File: src/rtl/core/cqf_pkg.sv
package cqf_pkg;

   // queue geometry
   localparam int DEPTH = 8;
   localparam int IDX_W = $clog2(DEPTH);
   localparam int CNT_W = $clog2(DEPTH + 1);
   localparam int WORD_W = 32;

   typedef logic [IDX_W-1:0] idx_type;
   typedef logic [CNT_W-1:0] cnt_type;
   typedef logic [1:0] action_type;
   typedef logic [1:0] status_type;

   localparam idx_type IDX_LAST = idx_type'(DEPTH - 1);
   localparam cnt_type CNT_FULL = cnt_type'(DEPTH);
   localparam cnt_type CNT_ONE = cnt_type'(1);

   // request action codes
   localparam action_type ACT_INSERT = 2'd0;
   localparam action_type ACT_REMOVE = 2'd1;
   localparam action_type ACT_DISPLAY = 2'd2;

   // result status codes
   localparam status_type STS_OK = 2'd0;
   localparam status_type STS_OVERFLOW = 2'd1;
   localparam status_type STS_UNDERFLOW = 2'd2;
   localparam status_type STS_EMPTY = 2'd3;

   typedef struct packed {
      action_type action;
      logic signed [WORD_W-1:0] data_value;
   } req_type;

   typedef struct packed {
      status_type status;
      logic signed [WORD_W-1:0] value;
      logic last;
   } rsp_type;

   // controller to datapath
   typedef struct packed {
      logic do_insert;
      logic do_remove;
      logic start_walk;
      logic step_walk;
      logic load_status;
      logic load_read;
      status_type out_status;
      logic out_last;
   } cmd_type;

   // datapath to controller
   typedef struct packed {
      logic full;
      logic empty;
      logic walk_last;
   } sts_type;

   function automatic idx_type next_pos(input idx_type p);
      return (p == IDX_LAST) ? '0 : p + idx_type'(1);
   endfunction

endpackage

File: src/rtl/core/cqf_datapath.sv
module cqf_datapath (
   input  logic clock,
   input  logic reset,
   input  cqf_pkg::cmd_type cmd,
   input  logic signed [cqf_pkg::WORD_W-1:0] data_value,
   output cqf_pkg::sts_type sts,
   output cqf_pkg::rsp_type rsp_data
);

   logic signed [cqf_pkg::WORD_W-1:0] mem_ff [cqf_pkg::DEPTH];
   logic signed [cqf_pkg::WORD_W-1:0] rd_data_ff;
   cqf_pkg::idx_type rd_addr;

   cqf_pkg::idx_type head_ff, head_in;
   cqf_pkg::idx_type tail_ff, tail_in;
   cqf_pkg::idx_type walk_ff, walk_in;
   cqf_pkg::cnt_type count_ff, count_in;
   cqf_pkg::cnt_type left_ff, left_in;
   cqf_pkg::rsp_type rsp_ff, rsp_in;

   // read the head, or the next word of a display walk
   assign rd_addr = cmd.step_walk ? cqf_pkg::next_pos(walk_ff) : head_ff;

   always_ff @(posedge clock) begin
      if (cmd.do_insert) begin
         mem_ff[tail_ff] <= data_value;
      end
      rd_data_ff <= mem_ff[rd_addr];
   end

   always_comb begin
      head_in = cmd.do_remove ? cqf_pkg::next_pos(head_ff) : head_ff;
      tail_in = cmd.do_insert ? cqf_pkg::next_pos(tail_ff) : tail_ff;
      count_in = count_ff;
      if (cmd.do_insert) begin
         count_in = count_ff + cqf_pkg::CNT_ONE;
      end else if (cmd.do_remove) begin
         count_in = count_ff - cqf_pkg::CNT_ONE;
      end
      walk_in = walk_ff;
      left_in = left_ff;
      if (cmd.start_walk) begin
         walk_in = head_ff;
         left_in = count_ff;
      end else if (cmd.step_walk) begin
         walk_in = cqf_pkg::next_pos(walk_ff);
         left_in = left_ff - cqf_pkg::CNT_ONE;
      end
      rsp_in = rsp_ff;
      if (cmd.load_status) begin
         rsp_in.status = cmd.out_status;
         rsp_in.value = '0;
         rsp_in.last = cmd.out_last;
      end else if (cmd.load_read) begin
         rsp_in.status = cqf_pkg::STS_OK;
         rsp_in.value = rd_data_ff;
         rsp_in.last = cmd.out_last;
      end
   end

   always_ff @(posedge clock) begin
      if (reset) begin
         head_ff <= '0;
         tail_ff <= '0;
         walk_ff <= '0;
         count_ff <= '0;
         left_ff <= '0;
      end else begin
         head_ff <= head_in;
         tail_ff <= tail_in;
         walk_ff <= walk_in;
         count_ff <= count_in;
         left_ff <= left_in;
      end
   end

   always_ff @(posedge clock) begin
      rsp_ff <= rsp_in;
   end

   assign sts.full = (count_ff == cqf_pkg::CNT_FULL);
   assign sts.empty = (count_ff == '0);
   assign sts.walk_last = (left_ff == cqf_pkg::CNT_ONE);
   assign rsp_data = rsp_ff;

   // occupancy never exceeds the depth
   a_count_range: assert property (@(posedge clock) disable iff (reset)
      count_ff <= cqf_pkg::CNT_FULL)
      else $error("occupancy above depth");

   // pointers meet exactly when the queue is empty or full
   a_ptr_meet: assert property (@(posedge clock) disable iff (reset)
      (head_ff == tail_ff) == (sts.empty || sts.full))
      else $error("head/tail inconsistent with occupancy");

   // the controller never writes into a full queue
   a_no_overfill: assert property (@(posedge clock) disable iff (reset)
      cmd.do_insert |-> !sts.full)
      else $error("insert into full queue");

endmodule

File: src/rtl/core/cqf_controller.sv
module cqf_controller (
   input  logic clock,
   input  logic reset,
   input  logic req_valid,
   input  cqf_pkg::action_type req_action,
   output logic req_stall,
   output logic rsp_valid,
   input  logic rsp_stall,
   input  cqf_pkg::sts_type sts,
   output cqf_pkg::cmd_type cmd
);

   typedef enum logic [2:0] {
      S_IDLE = 3'b001,
      S_READ = 3'b010,
      S_RESP = 3'b100
   } state_type;

   state_type state_ff, state_in;
   logic disp_ff, disp_in;

   always_comb begin
      state_in = state_ff;
      disp_in = disp_ff;
      cmd = '0;
      case (state_ff)
         S_IDLE: begin
            if (req_valid) begin
               case (req_action)
                  cqf_pkg::ACT_INSERT: begin
                     cmd.load_status = 1'b1;
                     cmd.out_last = 1'b1;
                     if (sts.full) begin
                        cmd.out_status = cqf_pkg::STS_OVERFLOW;
                     end else begin
                        cmd.out_status = cqf_pkg::STS_OK;
                        cmd.do_insert = 1'b1;
                     end
                     state_in = S_RESP;
                  end
                  cqf_pkg::ACT_REMOVE: begin
                     if (sts.empty) begin
                        cmd.load_status = 1'b1;
                        cmd.out_status = cqf_pkg::STS_UNDERFLOW;
                        cmd.out_last = 1'b1;
                        state_in = S_RESP;
                     end else begin
                        cmd.do_remove = 1'b1;
                        disp_in = 1'b0;
                        state_in = S_READ;
                     end
                  end
                  cqf_pkg::ACT_DISPLAY: begin
                     if (sts.empty) begin
                        cmd.load_status = 1'b1;
                        cmd.out_status = cqf_pkg::STS_EMPTY;
                        cmd.out_last = 1'b1;
                        state_in = S_RESP;
                     end else begin
                        cmd.start_walk = 1'b1;
                        disp_in = 1'b1;
                        state_in = S_READ;
                     end
                  end
                  default: begin
                     state_in = S_IDLE;
                  end
               endcase
            end
         end
         S_READ: begin
            cmd.load_read = 1'b1;
            cmd.out_last = !disp_ff || sts.walk_last;
            state_in = S_RESP;
         end
         S_RESP: begin
            if (!rsp_stall) begin
               if (disp_ff && !sts.walk_last) begin
                  cmd.step_walk = 1'b1;
                  state_in = S_READ;
               end else begin
                  state_in = S_IDLE;
               end
            end
         end
         default: begin
            state_in = S_IDLE;
         end
      endcase
   end

   always_ff @(posedge clock) begin
      if (reset) begin
         state_ff <= S_IDLE;
         disp_ff <= 1'b0;
      end else begin
         state_ff <= state_in;
         disp_ff <= disp_in;
      end
   end

   assign req_stall = (state_ff != S_IDLE);
   assign rsp_valid = (state_ff == S_RESP);

   // a memory read always turns into a result on the next cycle
   a_read_to_resp: assert property (@(posedge clock) disable iff (reset)
      state_ff == S_READ |=> state_ff == S_RESP)
      else $error("read not followed by result");

   // a display walk only steps past a word that was not the last one
   a_step_not_last: assert property (@(posedge clock) disable iff (reset)
      cmd.step_walk |-> (disp_ff && !sts.walk_last && !rsp_stall))
      else $error("display walk stepped past its end");

endmodule

File: src/rtl/core/circular_queue_fifo_unit.sv
// Bounded circular FIFO of signed 32-bit words, cqf_pkg::DEPTH entries deep
// (8 by default). Each request carries an action: insert writes data_value at
// the tail (status overflow if full, queue unchanged), remove returns the
// head word (status underflow if empty), display streams every held word
// oldest first with last on the final one, or a single empty result. Every
// request gives at least one result and the final one has last set; unused
// action code 3 is dropped with no result. One request is in flight at a
// time: req_stall stays high from acceptance until the last result is taken.
// Each word that a remove or a display returns is read through the registered
// read port of the storage memory before it is loaded into the result register.
// Storage needs no clearing after reset; the block is ready at once.
module circular_queue_fifo_unit (
   input  logic clock,
   input  logic reset,
   // request channel
   input  logic req_valid,
   output logic req_stall,
   input  cqf_pkg::req_type req_data,
   // result channel
   output logic rsp_valid,
   input  logic rsp_stall,
   output cqf_pkg::rsp_type rsp_data
);

   // command and status between sequencer and queue datapath
   cqf_pkg::cmd_type cmd;
   cqf_pkg::sts_type sts;

   // sequencer: decodes the action, walks the display, holds the result
   cqf_controller u_ctrl (
      .clock      (clock),
      .reset      (reset),
      .req_valid  (req_valid),
      .req_action (req_data.action),
      .req_stall  (req_stall),
      .rsp_valid  (rsp_valid),
      .rsp_stall  (rsp_stall),
      .sts        (sts),
      .cmd        (cmd)
   );

   // storage memory, head/tail pointers, occupancy and result register
   cqf_datapath u_dp (
      .clock      (clock),
      .reset      (reset),
      .cmd        (cmd),
      .data_value (req_data.data_value),
      .sts        (sts),
      .rsp_data   (rsp_data)
   );

endmodule

File: config.mk
export PLATFORM = sky130hd
export DESIGN_NAME = circular_queue_fifo_unit
export DESIGN_NICKNAME = d
export VERILOG_FILES = /design/src/rtl/core/cqf_pkg.sv /design/src/rtl/core/cqf_datapath.sv /design/src/rtl/core/cqf_controller.sv /design/src/rtl/core/circular_queue_fifo_unit.sv
export SDC_FILE = /design/constraint.sdc
export NUM_CORES = 1
export LEC_CHECK = 0
export BUFFER_PORTS_ARGS = -buffer_cell sky130_fd_sc_hd__buf_2
export CAP_MARGIN = 30
export CORE_MARGIN = 4
export CORE_UTILIZATION = 54
export CTS_CLUSTER_SIZE = 10
export DETAILED_ROUTE_END_ITERATION = 6
export GPL_ROUTABILITY_DRIVEN = 0
export HOLD_SLACK_MARGIN = 0.03
export PLACE_DENSITY = 0.74
export SKIP_CTS_REPAIR_TIMING = 1
export SYNTH_ARGS = -nofsm -noshare
export SYNTH_HDL_FRONTEND = slang
export SYNTH_SLANG_ARGS = --single-unit
File: constraint.sdc
create_clock -name clock -period 4.6 [get_ports clock]
set_input_delay 0.46 -clock clock [delete_from_list [all_inputs] [get_ports clock]]
set_output_delay 0.46 -clock clock [all_outputs]
set_load 0.02 [all_outputs]
### Word level (Yosys, flattened, before mapping)

Memory sizes are Yosys's and may differ from the RTL's. A register that Yosys moved wholly into a read port is not among the register bits.
Cells that the tools add are included.
Widths: inputs -> output; s select.

* memory bits (writable): 256
* input bits: 38
* latch bits: 0
* ROM bits: 0
* register bits after elaboration: 56
* memories kept: 1

* order comparisons: 0
* add/sub/neg operators: 6
* multiplexer cells: 45
* divide/modulo/power cells: 0
* equality and inequality tests: 15
* bitwise logic cells: 0
* shift-type cells: 0
* multiply operators: 0
* reductions and logical operators: 13

Memory list
* u_dp.mem_ff: depth 8, bits a word 32, rd ports 1, clocked after memory_dff 1, write ports 1, line cqf_datapath.sv:10 `logic signed [cqf_pkg::WORD_W-1:0] mem_ff [cqf_pkg::DEPTH];`

Operators by type and width (number)
* $mux 35: 2
* $mux 3: 14
* $pmux 3 s3: 2
* $mux 1: 17
* $mux 4: 4
* $eq 3x3->1 const B: 4
* $add 3x1->3 const B: 3
* $ne 2x2->1 const B: 4
* $reduce_bool 2->1: 4
* $sub 4x1->4 const B: 2
* $pmux 1 s2: 3
* $pmux 3 s2: 1
* $reduce_and 5->1: 1
* $add 4x1->4 const B: 1
* $eq 4x1->1 const B: 1
* $eq 4x4->1 const B: 1
* $logic_not 4->1: 1
* $mux 2: 2
* $eq 3x1->1 const B: 1
* $eq 3x2->1 const B: 1
* $ne 3x1->1 const B: 1
* $eq 2x1->1 const B: 1
* $eq 2x2->1 const B: 1
* $logic_not 1->1: 2
* other kinds (5): 5

### Depth between registers and ports, before layout

Gate-level depths: netlist of the first run.

* depth in word-level cells: 8
* depth in mapped cells: 11
* depth with buffers taken out: 10

### Modules after synthesis

Synthesis of the first run repeated with hierarchy kept, for this count alone.

* cell total of the unflattened synthesis: 692
* area, all modules: 12986.2 um^2

By module, submodules not included
* cqf_datapath: sequential area each 9399.0 um^2, cells an instance 643, times used 1, area an instance 12602.1 um^2
* cqf_controller: sequential area each 80.1 um^2, cells an instance 49, times used 1, area an instance 384.1 um^2

### Least setup slack after synthesis of the first run

OpenSTA, ideal clock, no wires.

* kind: input to register
* start: input port req_valid
* end: memory u_dp.mem_ff[0][0] in the netlist's numbering (enable)
* required time: 4098 ps
* arrival: 4474 ps
* path buffers: 2
* cell stages on the path: 5
* path slack: -376 ps
* path through: nor4bb_1 > clkbuf_1 > nand3_1 > buf_1 > nor4_1

* word-level cells in the longest chain between the ends: 4

RTL lines
* start, declared: line circular_queue_fifo_unit.sv:16 `input logic req_valid,`
* $mux 3: line cqf_controller.sv:28 `if (req_valid) begin`
* $mux 3: line cqf_controller.sv:26 `case (state_ff)`
* $mux 1: line cqf_datapath.sv:25 `if (cmd.do_insert) begin`
* $mux 1 (not written as such): line cqf_datapath.sv:26 `mem_ff[tail_ff] <= data_value;`
* end, declared: line cqf_datapath.sv:10

Every way passes these cells.

### Final worst setup path of the first run

* start: register u_ctrl.state_ff[2]
* end: register u_dp.rd_data_ff[31] in the netlist's numbering, read port of u_dp.mem_ff

* word-level cells in the longest chain between the ends: 3

RTL lines
* start, declared: line cqf_controller.sv:19 `state_type state_ff, state_in;`
* start signal, assigned: line cqf_controller.sv:97 `state_ff <= state_in;`
* $eq 3x3->1: line cqf_controller.sv:26
* $mux 1: line cqf_controller.sv:26
* $mux 3: line cqf_datapath.sv:22 `assign rd_addr = cmd.step_walk ? cqf_pkg::next_pos(walk_ff) : head_ff;`
* end, declared: line cqf_datapath.sv:11 `logic signed [cqf_pkg::WORD_W-1:0] rd_data_ff;`

Every way passes these cells.
A chain may end at the register's enable or synchronous reset.

==> results of run 1 <==
[final cells by class]
class	instances	area [sq um]	area share, %
flip-flops and latches	344	9480	62.9
multi-input cells	472	3480	23.0
clock buffers	70	1130	7.53
repair buffers	93	538	3.57
well taps	319	399	2.65
clock inverters	4	26.3	0.174
inverters	6	22.5	0.149
diodes	2	5.00	0.0332
[where the power goes]
group | leakage, nW | total [W] | internal (W) | switching (W)
clock | 0.554 | 0.00278 | 0.00167 | 0.00112
combinational | 2.33 | 0.000378 | 0.000142 | 0.000236
sequential | 3.03 | 0.00345 | 0.00341 | 0.0000396
[cells in the final DEF, fill, tap and decap left out, types with 3 or more instances in the layout]
cell type / netlist / final
a211oi_1: 5 / 5
a21oi_1: 45 / 45
a221oi_1: 4 / 4
a221oi_2: 29 / 29
a22oi_1: 3 / 3
a31oi_1: 3 / 3
a32o_1: 31 / 31
and3_1: 5 / 5
buf_2: 14 / 74
buf_4: 8 / 17
clkbuf_1: 20 / 29
clkbuf_16: 0 / 41
dfxtp_1: 85 / 85
edfxtp_1: 259 / 259
ha_1: 14 / 14
inv_1: 6 / 6
mux2_2: 3 / 3
mux2i_1: 97 / 97
nand2_1: 142 / 142
nand2b_1: 4 / 4
nand3_1: 5 / 5
nor2_1: 30 / 23
nor2_4: 0 / 5
nor3_1: 13 / 9
nor3_2: 0 / 4
o21ai_0: 4 / 4
xnor2_1: 3 / 3
[critical path, stage by stage (launching register included)]
cell      delay [ns]
dfxtp_1         0.40
or3b_4          0.44
nor4_4          0.61
mux2i_1         0.65
nor2_2          0.26
buf_4           0.31
a32o_1          0.26
a221oi_1        0.20
[state kept, by name, indices dropped and copies added (netlist names)]
signal           flops
u_dp.mem_ff        256
u_dp.rsp_data       35
u_dp.rd_data_ff     32
u_dp.count_ff        4
u_dp.left_ff         4
u_ctrl.state_ff      3
u_dp.head_ff         3
u_dp.tail_ff         3
u_dp.walk_ff         3
u_ctrl.disp_ff       1
[synthesized netlist by cell type (3+ instances only)]
cell type	n
a21oi_1	45
a31oi_1	3
xnor2_1	3
a221oi_1	4
o21ai_0	4
a32o_1	31
ha_1	14
and2_1	3
mux2_2	3
nand3_1	5
nand2b_1	4
buf_2	14
nand2_1	142
clkbuf_1	20
dfxtp_1	85
buf_4	8
and3_1	5
a221oi_2	29
a211oi_1	5
nor2_1	30
mux2i_1	97
inv_1	6
nor3_1	13
edfxtp_1	259
a22oi_1	3
[stage by stage]
stage | util [%] | power [W] | instance area, sq um | hold WS [ns] | worst slack (ns)
final | 63.7 | 0.00661 | 15100 | 0.208 | 1.34
after global routing | 63.7 | 0.00684 | 15100 | 0.207 | 1.09
after CTS | 63.7 | 0.00667 | 15100 | 0.185 | 1.36
after detailed placement | 58.8 | 0.00389 | 13900 | 0.432 | 1.38
after global placement | 58.8 | 0.00387 | 13900 | 0.421 | 1.44
after floorplan | - | 0.00375 | 13100 | 0.417 | 0.475
[routing by layer]
| layer | track usage (%) | part of all wire, % | vias to the layer above |
|---|---|---|---|
| met5 | 0 | 0.055 | - |
| li1 | - | - | 3501 |
| met4 | 6.60 | 1.9 | 2 |
| met2 | 34.1 | 49 | 222 |
| met1 | 27.9 | 43 | 3763 |
| met3 | 3.49 | 5.6 | 43 |
[cells by family (layout without fill, tap and decap cells)]
group	Yosys count	in the layout	share of synthesized area [%]
buf+inv	52	173	1.96
fa+ha+maj	15	15	1.49
mux	100	100	7.65
compound gates	133	133	9.03
flops	344	344	72.2
xor+xnor	4	4	0.267
other cells	0	2	0
simple gates	220	220	7.40
[final timing paths]
path	to	cells past startpoint
worst min-delay path	u_dp.mem_ff[1][31]$_DFFE_PP_	1
worst max register to register	u_dp.rd_data_ff[31]$_DFF_P_	7
worst min register to register	u_dp.rsp_data[2]$_SDFFE_PP0N_	2
worst max-delay path	u_dp.rd_data_ff[31]$_DFF_P_	7
==> summary.md, run 1 <==
| Metric | Value |
|---|---|
| Startpoint Class | flop |
| Die H | ~160 um |
| Initial DRC Count | ~560 |
| Syn Nets | a little over 900 |
| Mapped cell area | ~0.013 sq mm |
| First-pass GRT wire length | 42300 um |
| Crit Path Max Fanout | 21 |
| Required time of the critical path | roughly 5.0 ns |
| Largest net degree at the start of global routing | between 40 and 50 |
| Vias in the first global route | 7538 |
| Leakage | between 5 and 6 nW |
| Nets | 1010 |
| Clock Sinks | approximately 340 |
| Cell type with the largest total area after synthesis | edfxtp_1 |
| Worst-margin pin slew | roughly 0.91 ns |
| Chip Width | about 160 um |
| Share of layout cells above drive strength 1 | around a fifth |
| Max Clock Freq | 0.307 GHz |
| Clock transition at path regs | approximately 0.05 ns |
| Peak VDD IR | 0.353 mV |
| Inserted Clock Buffers | 40 |
| Core ar. | between 0.02 and 0.025 sq mm |
| Reg2Reg Setup Slack | about 1.3 ns |
| Final Hold Vio Count | 0 |
| Synth warn | 0 |
| WP data arrival | around 3.7 ns |
| DRT Pass-1 Iters | 5 |
| Max-slew violations | 0 |
| Number of H-tree levels | 2 |
| Vias per cell | between 5 and 6 |
| Status | complete, no violations |
| Site row count | 56 |
| CP startpoint | u_ctrl.state_ff[2]$_SDFFE_PP0P_ |
| RSZ-0062 raised after global routing | no |
| Setup-failing EPs final | 0 |
| Via count | 7531 |
| Initial cell density of the core | 55.4% |
| GR Overflow Total | 0 |
| Worst slew margin | between 30% and 40% |
| Setup Skew | between 0.01 and 0.015 ns |
| Initial antenna violation count | 2 |
| Latest clock arrival within the worst-skew pair | about 0.52 ns |
| Final Cycle Share | 70.9% |
| # DRC | 0 |
| Placed cells | 1234 |
| Root Driver | clkbuf_16 |
| Routed wire length | 27100 um |
| Seq cells post-synth | 344 |
| Critical path class | reg -> reg |
| Max clock buf depth | 3 |
| Post-synthesis sequential area ratio | between 70% and 80% |
| RR Startpoint | u_ctrl.state_ff[2]$_SDFFE_PP0P_ |
| I/O Buffers | 74 |
| CP endpoint kind | flop |
| Ports | 75 |
| Power Dens Cells | between 400 and 500 mW/mm^2 |
| DP Wirelength | around 15000 um |
| Async S/R FF share, synth | 0% |
| Largest cells by area after synthesis | edfxtp_1, dfxtp_1, mux2i_1 |
| Area Overhead vs Synth | 14.9% |
| Worst Min Path Start | req_data[31] |
| Die area | between 0.02 and 0.03 sq mm |
| Synth cell types | between 40 and 50 |
| Finished Layout Cells | between 1000 and 1500 |
| Number of synthesized flops with an enable pin | about 260 |
| Worst hold path class | in -> reg |
| Routed length per placed instance | slightly above 20 um |
| Routed Antenna Nets | 0 |
| Min cycle time layout | between 3 and 4 ns |
| TritonCTS clock tree | yes |
| Max Cap Viol | 0 |
| GRT Util Overall | between 20% and 30% |
| Cells after Synth | 868 |
| Setup TNS | 0 ns |
| Synth top area share | between 50 and 60% |
| Fill cell count | 1783 |
| Main synth FF type | edfxtp_1 |
| Avg Cell Area, Syn | between 15 and 20 sq um |
Note: power is estimated with default switching activity, not from simulation.
==> run 2, diff against run 1 <==
--- a/config.mk
+++ b/config.mk
@@ -8,12 +8,12 @@
 export BUFFER_PORTS_ARGS = -buffer_cell sky130_fd_sc_hd__buf_2
 export CAP_MARGIN = 30
 export CORE_MARGIN = 4
-export CORE_UTILIZATION = 54
+export CORE_UTILIZATION = 55
 export CTS_CLUSTER_SIZE = 10
 export DETAILED_ROUTE_END_ITERATION = 6
 export GPL_ROUTABILITY_DRIVEN = 0
 export HOLD_SLACK_MARGIN = 0.03
-export PLACE_DENSITY = 0.74
+export PLACE_DENSITY = 0.72
 export SKIP_CTS_REPAIR_TIMING = 1
 export SYNTH_ARGS = -nofsm -noshare
 export SYNTH_HDL_FRONTEND = slang
==> constraint.sdc (replaced) <==
create_clock -name clock -period 3.3 [get_ports clock]
set_input_delay 0.33 -clock clock [delete_from_list [all_inputs] [get_ports clock]]
set_output_delay 0.33 -clock clock [all_outputs]
set_load 0.02 [all_outputs]
==> run 2 against run 1 <==
Against the previous run: final cell count is 0.53% higher; routed wire length is 0.61% lower; sequential share of layout area is 0.51 points lower; fmax is 17% higher; die area is 1.7% lower; register-to-register slack worse by 0.83 ns; flip-flop and latch count stayed put; critical path depth stayed put; critical path type unchanged; critical endpoint is now u_dp.rd_data_ff[26]$_DFF_P_; largest power group unchanged.
==> summary.md, run 2 (same netlist as run 1, synthesis figures left out) <==
| Metric | Value |
|---|---|
| Status | complete, no violations |
| Worst slew margin | 40.5% (+0.87 points) |
| Initial antenna violation count | 1 (-1) |
| Latest clock arrival within the worst-skew pair | 0.52 ns (about the same) |
| Vias in the first global route | 7599 (+0.81%) |
| Chip Width | 162 um (-0.87%) |
| Routed length per placed instance | 20.5 um (-1.1%) |
| Root Driver | clkbuf_16 |
| Initial DRC Count | 428 (-24%) |
| Leakage | 5.97 nW (+0.97%) |
| # diodes | 0 (-2) |
| Setup-failing EPs final | 0 (unchanged) |
| Clock Sinks | 344 (unchanged) |
| Die H | 162 um (-0.87%) |
| Largest register FFs | 256 (unchanged) |
| Initial cell density of the core | 55.9% (+0.50 points) |
| Peak VDD IR | 0.509 mV (+44%) |
| DP Wirelength | 15200 um (-0.70%) |
| Core ar. | 0.0235 sq mm (-0.89%) |
| GRT Util Overall | 20.8% (+0.32 points) |
| Max-slew violations | 0 (unchanged) |
| Routed wire length | 26900 um (-0.61%) |
| Most frequent cells in the layout | edfxtp_1, nand2_1, mux2i_1, dfxtp_1, buf_2 |
| Vias per cell | 5.74 (-0.16%) |
| Min cycle time layout | 2.79 ns (-0.468 ns) |
| Clock transition at path regs | 0.06 ns (about the same) |
| WP data arrival | 3.22 ns (-0.46 ns) |
| Max Clock Freq | 0.358 GHz (+17%) |
| TritonCTS clock tree | yes |
| Via count | 7559 (+0.37%) |
| Commonest non-fill, non-tap cell in the layout | edfxtp_1 |
| Nets | 1022 (+1.2%) |
| DRT Pass-1 Iters | 5 (unchanged) |
| Crit Path Max Fanout | 11 (-48%) |
| Setup Skew | 0.0127 ns (+0.00110 ns) |
| RSZ-0062 raised after global routing | no |
| Worst hold path class | in -> reg |
| Area Overhead vs Synth | 15.8% |
| Required time of the critical path | 3.73 ns (-1.29 ns) |
| GR Overflow Total | 0 (unchanged) |
| Inserted Clock Buffers | 40 (unchanged) |
| Number of H-tree levels | 2 (unchanged) |
| Startpoint Class | flop |
| I/O Buffers | 74 (unchanged) |
| Tot Pwr | 0.00923 W (+40%) |
| Final Cycle Share | 84.6% (+14 points) |
| Fin area | 0.0152 sq mm (+0.82%) |
| Top reg by flops | u_dp.mem_ff |
| CP endpoint kind | flop |
| Ports | 75 (unchanged) |
| Placed cell area | 0.0140 sq mm (+0.96%) |
| Final Hold Vio Count | 0 (unchanged) |
| Power Dens Cells | 607 mW/mm^2 (+39%) |
| Worst-margin pin slew | 0.892 ns (-0.0131 ns) |
| Die area | 0.0264 sq mm (-1.7%) |
| Site row count | 56 (unchanged) |
| Fill cell count | 1677 (-5.9%) |
| Max clock buf depth | 3 (unchanged) |
| Largest net degree at the start of global routing | 36 (-22%) |
| Critical path class | reg -> reg |
| Share of layout cells above drive strength 1 | 20.1% (+0.93 points) |
| Final core utilization | 64.8% (+1.1 points) |
| Routed Antenna Nets | 0 (unchanged) |
| # DRC | 0 (unchanged) |
| Max Cap Viol | 0 (unchanged) |
| First-pass GRT wire length | 42500 um (+0.47%) |
run 2: final timing paths:
path                                                       from                       endpoint  slack (ns)  depth (start not counted)
worst max register to register  u_ctrl.state_ff[2]$_SDFFE_PP0P_    u_dp.rd_data_ff[26]$_DFF_P_        0.51                          7
worst min register to register       u_dp.rd_data_ff[1]$_DFF_P_  u_dp.rsp_data[2]$_SDFFE_PP0N_        0.43                          2
worst max-delay path            u_ctrl.state_ff[2]$_SDFFE_PP0P_    u_dp.rd_data_ff[26]$_DFF_P_        0.51                          7
worst min-delay path                               req_data[22]   u_dp.mem_ff[3][22]$_DFFE_PP_        0.07                          1
run 2: stage by stage:
stage	setup TNS, ns	std cells	hold slack (ns)	setup slack, ns
6_report	0	1317	0.0732	0.507
5_1_grt	0	1317	0.0666	0.318
3_3_place_gp	0	1246	0.424	0.617
3_5_place_dp	0	1246	0.426	0.511
4_1_cts	0	1317	0.0498	0.494
2_1_floorplan	-74.37	868	0.417	-0.705
run 2: cell type report:
cell class                 instances  area [sq um]  area share, %
sequential                       344          9480           62.3
multi-input combinational        472          3480           22.9
clock buffer                      68          1130           7.41
timing repair buffer             105           666           4.38
tap                              319           399           2.63
clock inverter                     3          28.8          0.189
inverter                           6          22.5          0.148
run 2: where the power goes:
group	switching, W	internal, W
Sequential	0.0000540	0.00475
Clock	0.00157	0.00232
Combinational	0.000328	0.000206
run 2: per-layer routing:
metal | vias up | share of wire (%) | track usage [%]
li1 | 3520 | - | -
met1 | 3757 | 42 | 28.2
met2 | 231 | 49 | 34.9
met3 | 49 | 5.9 | 3.44
met4 | 2 | 2.2 | 6.73
met5 | - | 0.030 | 0
run 2: worst max-delay path, cell delays in order (launching register included):
cell and delay, ns:
dfxtp_1 0.41, or3b_4 0.44, nor4_4 0.33, buf_4 0.23
mux2i_1 0.55, nor2_4 0.21, buf_4 0.26, a221oi_2 0.26
==> run 3, diff against run 2 <==
==> constraint.sdc (replaced) <==
create_clock -name clock -period 2.6 [get_ports clock]
set_input_delay 0.26 -clock clock [delete_from_list [all_inputs] [get_ports clock]]
set_output_delay 0.26 -clock clock [all_outputs]
set_load 0.02 [all_outputs]
==> run 3 against run 2 <==
Against the previous run: global-route usage decreased by 0.11 points; first-iteration DRC count increased by 21%; power increased by 28%; largest cell class unchanged.
==> summary.md, run 3 (same netlist as run 1, synthesis figures left out) <==
| Metric | Value |
|---|---|
| Worst Min Path Start | req_data[29] |
| Hold endpoint | u_dp.mem_ff[4][29]$_DFFE_PP_ |
| Placed cell area | 0.0144 sq mm (+2.1%) |
| Number of H-tree levels | 2 (unchanged) |
| Site row count | 56 (unchanged) |
| FF/Latch Area | 0.00948 sq mm (unchanged) |
| Area of the multi-input gates | 0.00353 sq mm (+1.4%) |
| Worst slew margin | 65.9% (+25 points) |
| Max clock buf depth | 3 (unchanged) |
| Status | complete, no violations |
| Peak VDD IR | 0.551 mV (+8.3%) |
| Final Hold Vio Count | 0 (unchanged) |
| CP cell instances | or3b_4 -> clkinvlp_4 -> nand4b_1 -> and2_4 -> buf_12 -> buf_12 -> mux2i_1 -> a221oi_2 |
| Placed cells | 1257 (+0.88%) |
| # diodes | 0 (unchanged) |
| Clock Sinks | 344 (unchanged) |
| CP max stage delay | 0.47 ns (-0.08 ns) |
| Setup-failing EPs final | 0 (unchanged) |
| I/O Buffers | 74 (unchanged) |
| Clock transition at path regs | 0.05 ns (about the same) |
| Final core utilization | 67.4% (+2.6 points) |
| Initial antenna violation count | 1 (unchanged) |
| Core ar. | 0.0235 sq mm (unchanged) |
| CP top delay family | simple AND/OR/NAND/NOR gates |
| Min cycle time layout | 2.44 ns (-0.357 ns) |
| Routed length per placed instance | 20.4 um (-0.25%) |
| GR Overflow Total | 0 (unchanged) |
| Inserted Clock Buffers | 40 (unchanged) |
| Required time of the critical path | 3.02 ns (-0.71 ns) |
| Final worst slack | 0.164 ns (-0.343 ns) |
| WP data arrival | 2.86 ns (-0.36 ns) |
| Crit Path Max Fanout | 27 (+16) |
| Worst hold path class | in -> reg |
| Setup Skew | 0.0123 ns (-0.000457 ns) |
| RR Startpoint | u_ctrl.state_ff[2]$_SDFFE_PP0P_ |
| First-pass GRT wire length | 42300 um (-0.39%) |
| Reg2Reg Setup Slack | 0.16 ns (-0.34 ns) |
| Vias in the first global route | 7534 (-0.86%) |
| Vias per cell | 5.71 (-0.57%) |
| Ports | 75 (unchanged) |
| Via count | 7727 (+2.2%) |
| Top cell by count, worst path | buf_12 |
| Max Clock Freq | 0.411 GHz (+15%) |
| Most frequent cells in the layout | edfxtp_1, nand2_1, mux2i_1, dfxtp_1, buf_2 |
| Largest net degree at the start of global routing | 33 (-8.3%) |
| Nets | 1058 (+3.5%) |
| Die area | 0.0264 sq mm (unchanged) |
| Largest register FFs | 256 (unchanged) |
| Latest clock arrival within the worst-skew pair | 0.52 ns (about the same) |
| Critical path buffers and inverters | 3 (+1) |
| Routed wire length | 27600 um (+2.6%) |
| Power Dens Cells | 749 mW/mm^2 (+23%) |
| Area Overhead vs Synth | 20.4% |
| Tot Pwr | 0.0118 W (+28%) |
| DRT Pass-1 Iters | 4 (-1) |
| Max-slew violations | 0 (unchanged) |
| Die H | 162 um (unchanged) |
| Reg-to-reg endpoint | u_dp.rd_data_ff[4]$_DFF_P_ |
| # DRC | 0 (unchanged) |
| Critical path class | reg -> reg |
| Min-Delay Path Depth | 1 (unchanged) |
| Post-place setup slack | 0.155 ns (-0.355 ns) |
| DP Wirelength | 15600 um (+2.8%) |
| TritonCTS clock tree | yes |
| CP endpoint kind | flop |
| Slowest-stage cell, CP | or3b_4 |
| Commonest non-fill, non-tap cell in the layout | edfxtp_1 |
| RSZ-0062 raised after global routing | no |
| Startpoint Class | flop |
| Leakage | 6.19 nW (+3.6%) |
| Initial cell density of the core | 55.9% (unchanged) |
| Chip Width | 162 um (unchanged) |
| Routed Antenna Nets | 0 (unchanged) |
| Worst-margin pin slew | 0.510 ns (-0.382 ns) |
| Max Cap Viol | 0 (unchanged) |
| FF-to-FF path depth | 8 (+1) |
| Final Cycle Share | 93.7% (+9.0 points) |
| Share of layout cells above drive strength 1 | 21.0% (+0.83 points) |
| Initial DRC Count | 518 (+21%) |
| Top reg by flops | u_dp.mem_ff |
| Finished Layout Cells | 1354 (+2.8%) |
| Fill cell count | 1618 (-3.5%) |
| Fin area | 0.0158 sq mm (+4.0%) |
| Root Driver | clkbuf_16 |
| GRT Util Overall | 20.7% (-0.11 points) |
==> run 3: changes by cell type in the layout (fill, tap and decap cells not counted), moves of 3 or more <==
cell / before / now
buf_4: 26 / 21
nor3_2: 3 / 0
dlygate4sd3_1: 0 / 23
buf_12: 5 / 21
nor3_4: 1 / 4
==> run 3: worst max path at each step <==
stage / from / end / slack [ns] / cells past startpoint
CTS: u_ctrl.state_ff[2]$_SDFFE_PP0P_ / u_dp.rd_data_ff[31]$_DFF_P_ / 0.14 / 8
global placement: u_ctrl.state_ff[2]$_SDFFE_PP0P_ / u_dp.rd_data_ff[30]$_DFF_P_ / 0.23 / 8
finish: u_ctrl.state_ff[2]$_SDFFE_PP0P_ / u_dp.rd_data_ff[4]$_DFF_P_ / 0.16 / 8
detailed placement: u_ctrl.state_ff[2]$_SDFFE_PP0P_ / u_dp.rd_data_ff[18]$_DFF_P_ / 0.16 / 8
floorplan: u_ctrl.state_ff[0]$_SDFFE_PP1P_ / u_dp.mem_ff[5][0]$_DFFE_PP_ / -0.19 / 4
global route: u_ctrl.state_ff[2]$_SDFFE_PP0P_ / u_dp.rd_data_ff[18]$_DFF_P_ / 0.007 / 8
==> run 3: per-stage QoR <==
stage | TNS [ns] | hold slack [ns]
final | 0 | 0.0239
after global routing | 0 | 0.0306
after CTS | 0 | -0.00857
after detailed placement | 0 | 0.444
after global placement | 0 | 0.437
after floorplan | -21.87 | 0.357
==> run 3: worst register-to-register path: cells and delay by family, from the launching register on <==
kind | cells | cell delay (ns)
AND/OR/NAND/NOR | 3 | 1.00
buffers and inverters | 3 | 0.51
AO/OA/AOI/OAI | 1 | 0.29
flip-flops | 1 | 0.40
multiplexers | 1 | 0.15
==> run 3: metal layers <==
| metal | routed length, um | GRT usage (%) | part of all wire (%) |
|---|---|---|---|
| met4 | 675 | 6.11 | 2.4 |
| met5 | 12 | 0 | 0.043 |
| met2 | 13500 | 34.3 | 49 |
| met1 | 11700 | 27.8 | 42 |
| met3 | 1710 | 4.66 | 6.2 |
==> run 3: area by class of cell <==
| cell class | count | share of cell area (%) |
|---|---|---|
| repair buffers | 140 | 7.53 |
| clock buffers | 71 | 7.40 |
| well taps | 319 | 2.52 |
| multi-input cells | 473 | 22.3 |
| flip-flops and latches | 344 | 60.0 |
| clock inverters | 1 | 0.103 |
| inverters | 6 | 0.166 |
==> run 3: power by group <==
part           internal (W)  switching [W]  leakage (nW)
logic              0.000308       0.000448          2.59
clock network       0.00303        0.00198         0.565
registers           0.00603      0.0000568          3.03
